--- src/rtl/mtacc_pkg.sv ---
`timescale 1ns / 1ps
// ----------------------------------------------------------------------------
// mtacc_pkg
// Shared constants, types and helpers of the 4x4 matrix tile accumulator.
// ----------------------------------------------------------------------------
package mtacc_pkg;

  // tile geometry
  localparam int TILE        = 4;
  localparam int NUM_CELLS   = TILE * TILE;
  localparam int IDX_WIDTH   = $clog2(NUM_CELLS);
  localparam int CNT_WIDTH   = $clog2(NUM_CELLS + 1);
  localparam int COORD_WIDTH = $clog2(TILE);

  // operand, accumulator and output widths
  localparam int OPER_WIDTH = 32;
  localparam int SUM_WIDTH  = 32;
  localparam int DATA_WIDTH = 32;
  localparam int WIDE_WIDTH = 64;

  localparam logic [IDX_WIDTH-1:0] LAST_IDX = IDX_WIDTH'(NUM_CELLS - 1);
  localparam logic [CNT_WIDTH-1:0] FULL_CNT = CNT_WIDTH'(NUM_CELLS);
  localparam logic [COORD_WIDTH-1:0] LAST_COORD = COORD_WIDTH'(TILE - 1);

  typedef logic signed [OPER_WIDTH-1:0] oper_t;
  typedef logic [DATA_WIDTH-1:0]        acc_t;
  typedef logic signed [SUM_WIDTH-1:0]  sum_t;

  // per-cycle control broadcast to every cell
  typedef struct packed {
    logic mul_en;   // capture a new product
    logic acc_en;   // fold the product into the accumulator
    logic last;     // product belongs to the final inner step
    logic load;     // copy finished sum into the drain register
    logic shift;    // drain chain moves one place toward the output
  } cell_ctrl_t;

  // sign-extend the operand, keep the accumulator width
  function automatic acc_t to_acc(input oper_t v);
    logic [WIDE_WIDTH-1:0] w;
    begin
      w = {{(WIDE_WIDTH - OPER_WIDTH){v[OPER_WIDTH-1]}}, v};
      return w[DATA_WIDTH-1:0];
    end
  endfunction

  // low output bits of the accumulator, zero filled when narrower
  function automatic sum_t to_sum(input acc_t v);
    logic [WIDE_WIDTH-1:0] w;
    begin
      w = {{(WIDE_WIDTH - DATA_WIDTH){1'b0}}, v};
      return w[SUM_WIDTH-1:0];
    end
  endfunction

endpackage

--- src/rtl/mtacc_cell.sv ---
`timescale 1ns / 1ps
// ----------------------------------------------------------------------------
// mtacc_cell
// One tile element: multiplier, accumulator and one place of the drain chain.
// ----------------------------------------------------------------------------
module mtacc_cell
  import mtacc_pkg::*;
(
  input  logic       clk_i,
  input  logic       rst_ni,
  input  cell_ctrl_t ctrl_i,
  input  acc_t       a_i,
  input  acc_t       b_i,
  input  acc_t       shift_i,
  output acc_t       shift_o
);

  acc_t prod_w;
  acc_t prod_q;
  acc_t acc_q;
  acc_t hold_q;
  acc_t sum_w;

  // product, wrapped to the accumulator width
  assign prod_w = a_i * b_i;

  always_ff @(posedge clk_i) begin
    if (ctrl_i.mul_en) begin
      prod_q <= prod_w;
    end
  end

  assign sum_w = acc_q + prod_q;

  // running sum, cleared once the tile is handed to the drain chain
  always_ff @(posedge clk_i or negedge rst_ni) begin
    if (!rst_ni) begin
      acc_q <= '0;
    end else if (ctrl_i.acc_en) begin
      acc_q <= ctrl_i.last ? '0 : sum_w;
    end
  end

  // drain register: parallel load of the finished sum, then shift
  always_ff @(posedge clk_i) begin
    if (ctrl_i.load) begin
      hold_q <= sum_w;
    end else if (ctrl_i.shift) begin
      hold_q <= shift_i;
    end
  end

  assign shift_o = hold_q;

endmodule

--- config.mk ---
export PLATFORM = sky130hd
export DESIGN_NAME = mtacc_cell
export DESIGN_NICKNAME = d
export VERILOG_FILES = /design/src/rtl/mtacc_pkg.sv /design/src/rtl/mtacc_cell.sv
export SDC_FILE = /design/constraint.sdc
export NUM_CORES = 1
export LEC_CHECK = 0
export BUFFER_PORTS_ARGS = -buffer_cell sky130_fd_sc_hd__clkbuf_2
export CORE_MARGIN = 2
export CORE_UTILIZATION = 56
export CTS_BUF_LIST = sky130_fd_sc_hd__clkbuf_4
export DETAILED_ROUTE_END_ITERATION = 8
export PLACE_DENSITY = 0.75
export RECOVER_POWER = 50
export SLEW_MARGIN = 20
export SYNTH_ARGS = -nofsm -noshare
export SYNTH_HDL_FRONTEND = slang
export SYNTH_SLANG_ARGS = --single-unit
export TNS_END_PERCENT = 100
--- constraint.sdc ---
create_clock -name clk_i -period 5.7 [get_ports clk_i]
set_input_delay 0.57 -clock clk_i [delete_from_list [all_inputs] [get_ports clk_i]]
set_output_delay 0.57 -clock clk_i [all_outputs]
set_load 0.02 [all_outputs]
Word level (Yosys, flattened, before mapping)
Index checks and enable logic that the tools add are counted.
{ "classes": {"n_addsub": 1, "mul": 1, "n_div": 0, "order_cmp": 0, "eq_ne": 0, "shifts": 0, "mux": 3, "bitwise_logic": 0, "reduce_logical": 1} }
{ "op_table": {"columns": ["operator", "n"], "rows": [
  ["two-way mux 32 bit", 3],
  ["adder 32 bit", 1],
  ["multiplier 32 x 32 -> 32 bit", 1],
  ["nonzero test 2 bit", 1]
]} }
{ "word_totals": {"ff_bits": 96, "latch_bits": 0, "ram_bits": 0, "romBits": 0, "input_bits": 103, "out_inout_bits": 32, "n_memories": 0} }

Longest topological paths before layout
{ "depth": {"word_depth": 2, "depth_mapped": 26, "ltp_nobuf": 25} }

Worst setup path after synthesis
OpenSTA, ideal clock, no wires.
{ "synth_path": {"path_kind": "input to register", "startpoint": "in b_i[2]", "endpoint": "reg prod_q[31], data pin", "arrival_time_ns": 7.020, "setup_slack_ns": -1.580, "path_stages": 25, "n_path_buf": 2, "path_cell_list": "clkbuf_1 > clkbuf_1 > and2_1 > fa_1 > inv_1 > fa_1 > fa_1 > fa_1 > inv_1 > fa_1 > inv_1 > fa_1 > inv_1 > fa_1 > fa_1 > ha_1 > a21o_1 > a21o_1 > a21oi_1 > nand2_1 > a2111oi_0 > nor2_1 > a311oi_1 > a21oi_1 > xnor2_1"} }
{ "synth_between": {"elab_chain_cells": 1} }
{ "synth_lines": {"columns": ["item", "line_no", "text"], "rows": [
  ["from (decl)", "mtacc_cell.sv:13", "input acc_t b_i,"],
  ["multiplier 32 x 32 -> 32 bit", "mtacc_cell.sv:25", "assign prod_w = a_i * b_i;"],
  ["net prod_w[31]", "mtacc_cell.sv:18", "acc_t prod_w;"],
  ["to (signal assigned)", "mtacc_cell.sv:29", "prod_q <= prod_w;"],
  ["to (decl)", "mtacc_cell.sv:19", "acc_t prod_q;"]
]} }
The timed path passes the listed nets, and every way through them passes these cells.
A chain may end at the register's enable or synchronous reset.

Final worst setup path
{ "layout_path": {"startpoint": "in a_i[10]", "endpoint": "reg prod_q[30], data pin"} }
{ "layout_between": {"elab_chain_cells": 1} }
{ "layout_lines": {"columns": ["item", "line_no", "text"], "rows": [
  ["from (decl)", "mtacc_cell.sv:12", "input acc_t a_i,"],
  ["multiplier 32 x 32 -> 32 bit", "mtacc_cell.sv:25", null],
  ["net prod_w[30]", "mtacc_cell.sv:18", null]
]} }
The timed path passes the listed nets, and every way through them passes these cells.

==> metrics.log <==
INFO  metric synth-async-reset-ratio = around a third
INFO  metric routed_via_count = 15.71k
INFO  metric final-max-slew-violation-count = between 100 and 150
INFO  metric cts-root-buf = clkbuf_4
INFO  metric maximum_number_of_pins_on_one_net_before_global_route_repair = 39
INFO  metric portion_of_synthesized_cell_area_occupied_by_the_leading_cell_type = 39.73%
INFO  metric cell_chain_critical_path = clkbuf_16 -> and2_4 -> fa_1 -> fa_1 -> inv_2 -> fa_1 -> inv_1 -> fa_1 -> ha_1 -> ha_1 -> inv_2 -> fa_1 -> fa_1 -> inv_2 -> ha_4 -> a211o_1 -> or3b_1 -> a41oi_2 -> nor3b_2 -> and3_4 -> or4_4 -> a311o_1 -> a21oi_2 -> xnor2_1
INFO  metric cts_tree = built
INFO  metric drtAntennaViolNets = 0
INFO  metric gr-total-overflow = 0
INFO  metric grt_pass1_wl = 85.03 mm
INFO  metric synth.cells.most_frequent = fa_1 (409), inv_1 (403), nand2_1 (277)
INFO  metric timing.critical_path.from_type = input port
INFO  metric syn_nets = 2,803
INFO  metric cts-buffers-inserted = 9
INFO  metric synth_enable_flop_cells = 64
INFO  metric synth.ff_latch_count = 96
INFO  metric rsz_0062_raised_after_global_routing = yes
INFO  metric io_pins = around 140
INFO  metric placeableCoreArea = between 30,000 and 40,000 sq um
INFO  metric worst-path-buf-inv = 5
INFO  metric synth.yosys.warnings = 0
INFO  metric crit_path_frequent_cell = fa_1
INFO  metric timing.critical_path.slowest_stage_cell = fa_1
INFO  metric vias_per_cell = roughly 5.4
INFO  metric grt_use_total = between 20 and 30%
INFO  metric detail_route.iter0.violations = just under 1k
INFO  metric fin_crit = about 6.7 ns
INFO  metric die_area = about 38,000 sq um
INFO  metric fin_skew = 0.03238 ns
INFO  metric max-cap-violations = 3
INFO  metric max-clock-path-buffers = 2
INFO  metric drcViolationCount = 0
INFO  metric cts_num_sinks = 96
INFO  metric result_of_the_run = finished, violations left
INFO  metric synth.most_common_cell = fa_1
INFO  metric hold_viol_final = 0
INFO  metric layout.core_utilization = between 60% and 70%
INFO  metric synth_area_leader_cell = fa_1
INFO  metric average_wire_per_standard_cell = approximately 18 um
INFO  metric worst-path-max-fanout = 6
INFO  metric synthCells = 2,137
INFO  metric crit_path_max_incr_delay = about 0.53 ns
INFO  metric fp-row-count = 70
INFO  metric synth-main-ff-cell = edfxtp_1
INFO  metric slew_at_the_pin_closest_to_its_max_slew_limit = 1.908 ns
INFO  metric clkSlewWorstSetupHoldPaths = 0.15 ns
INFO  metric postSynthAreaPerCell = ~9.6 sq um
INFO  metric cp.required = approximately 6 ns
INFO  metric floorplan.die.width = between 150 and 200 um
INFO  metric dp.final_hpwl = 44.61 mm
INFO  metric htreeDepth = 3
INFO  metric hold_path.class = in2reg
INFO  metric yosysSeqAreaShare = 13.21%
INFO  metric via_count_of_the_first_global_routing_pass = 16.49k
INFO  metric post-route-period-util = 118.0%
INFO  metric cp.arrival = 6.94 ns
INFO  metric port_buffers = between 100 and 150
INFO  metric yosys-top-cells-area = fa_1 (40%), ha_1 (9.3%), edfxtp_1 (9.3%)
INFO  metric violations = max-capacitance violations, max-slew violations, negative setup slack
INFO  metric syn_area = between 20,000 and 25,000 sq um
INFO  metric reg2reg_slack = roughly 1.9 ns
INFO  metric synth_cell_type_count = 54
INFO  metric finalWorstSetupSlack = -1.027 ns
INFO  metric drive_gt1_share = between 20% and 30%
INFO  metric post_cts_hold_buffer_count = 0
INFO  metric flow.area_growth_from_synthesis = 19.83%
INFO  metric gp_congestion = roughly 0.95
INFO  metric worst_slew_margin_relative_to_its_limit = -27.21%
INFO  metric detailedRoute.firstPassIterationCount = 5
INFO  metric clock_insertion_delay_worst_skew = 0.46 ns
INFO  metric detail_route.wirelength = 53.50 mm
INFO  metric starting_density = a little under three fifths
INFO  metric critical_path_start_end_classification = in2reg
INFO  metric chipHeight = between 150 and 200 um
INFO  metric crit_path_end_kind = flip-flop
INFO  metric finalNetCount = between 3k and 4k
INFO  metric fmaxAchievable = around 0.15 GHz
INFO  metric setup_viol = 17
INFO  metric initial_antenna_violation_count = 2
INFO  metric cpLargestDelayFamily = adder cells
cell families (layout without fill, tap and decap cells):
group	Yosys count	after routing	share of synthesized area, %
buf+inv	499	808	9.088
xor+xnor	112	112	4.759
mux	29	29	1.578
fa+ha+maj	563	563	49.07
compound gates	204	204	6.835
flops	96	96	13.21
other cells	0	2	0
simple gates	634	634	15.46
cell usage in the layout, fill, tap and decap left out, drive strengths merged, types with 5 or more instances in the layout:
| cell | instances |
|---|---|
| fa | 409 |
| inv | 406 |
| nand2 | 277 |
| and2 | 276 |
| buf | 259 |
| ha | 154 |
| clkbuf | 137 |
| xnor2 | 86 |
| edfxtp | 64 |
| a21oi | 55 |
| nor2 | 37 |
| a21o | 33 |
| dfrtp | 32 |
| mux2 | 28 |
| xor2 | 26 |
| o21ai | 26 |
| a22o | 22 |
| o21bai | 10 |
| o21a | 10 |
| nor2b | 9 |
| a211oi | 8 |
| a31o | 8 |
| nand2b | 7 |
| and3 | 6 |
| nand3 | 5 |
worst paths after layout:
kind | startpoint | endpoint | depth (start not counted)
max in group asynchronous | rst_ni | acc_q[24] | 1
max reg2reg | prod_q[0] | shift_o[28] | 11
min reg2reg | acc_q[10] | acc_q[10] | 1
min in group asynchronous | rst_ni | acc_q[5] | 1
min | ctrl_i[2] | acc_q[31] | 2
max | a_i[10] | prod_q[30] | 24
metrics by stage:
step / hold slack, ns / cells / TNS, ns / worst slack [ns] / area (sq um)
6_report: 0.3295 / 2916 / -9.453 / -1.027 / 24700
5_1_grt: 0.3017 / 2915 / -12.10 / -1.161 / 24700
4_1_cts: 0.2029 / 2904 / -7.840 / -0.9545 / 24390
3_5_place_dp: 0.4821 / 2878 / -23.12 / -1.715 / 23550
3_3_place_gp: 0.4742 / 2878 / -21.26 / -1.583 / 23550
2_1_floorplan: 0.2744 / 2137 / -12.04 / -1.241 / 20910
metal layers:
layer	up-vias	track usage (%)	part of all wire (%)
li1	7132	-	-
met1	7812	39.88	42
met2	670	45.93	46
met3	100	4.728	8.9
met4	0	6.734	2.3
met5	-	0	0
flip-flops by register name, summed over array words and instances, names as in the netlist:
register,count
prod_q,32
shift_o,32
acc_q,32
timing repair:
item,4_1_cts,5_1_grt
cloned,2,3
endpoints found under the setup margin,20,20
resized for setup,132,86
setup buffers,8,10
pin swaps,71,51
final cells by class:
cell class	instances	area, sq um
inverter	404	1516
multi-input combinational	1542	16610
clock buffer	9	67.56
fill	2690	11740
antenna	2	5.005
timing repair buffer	388	3100
sequential	96	2723
clock inverter	7	88.84
tap	468	585.6
Power is not shown: default switching activity piles up to over one toggle a cycle in this logic, so the estimate is an artifact.
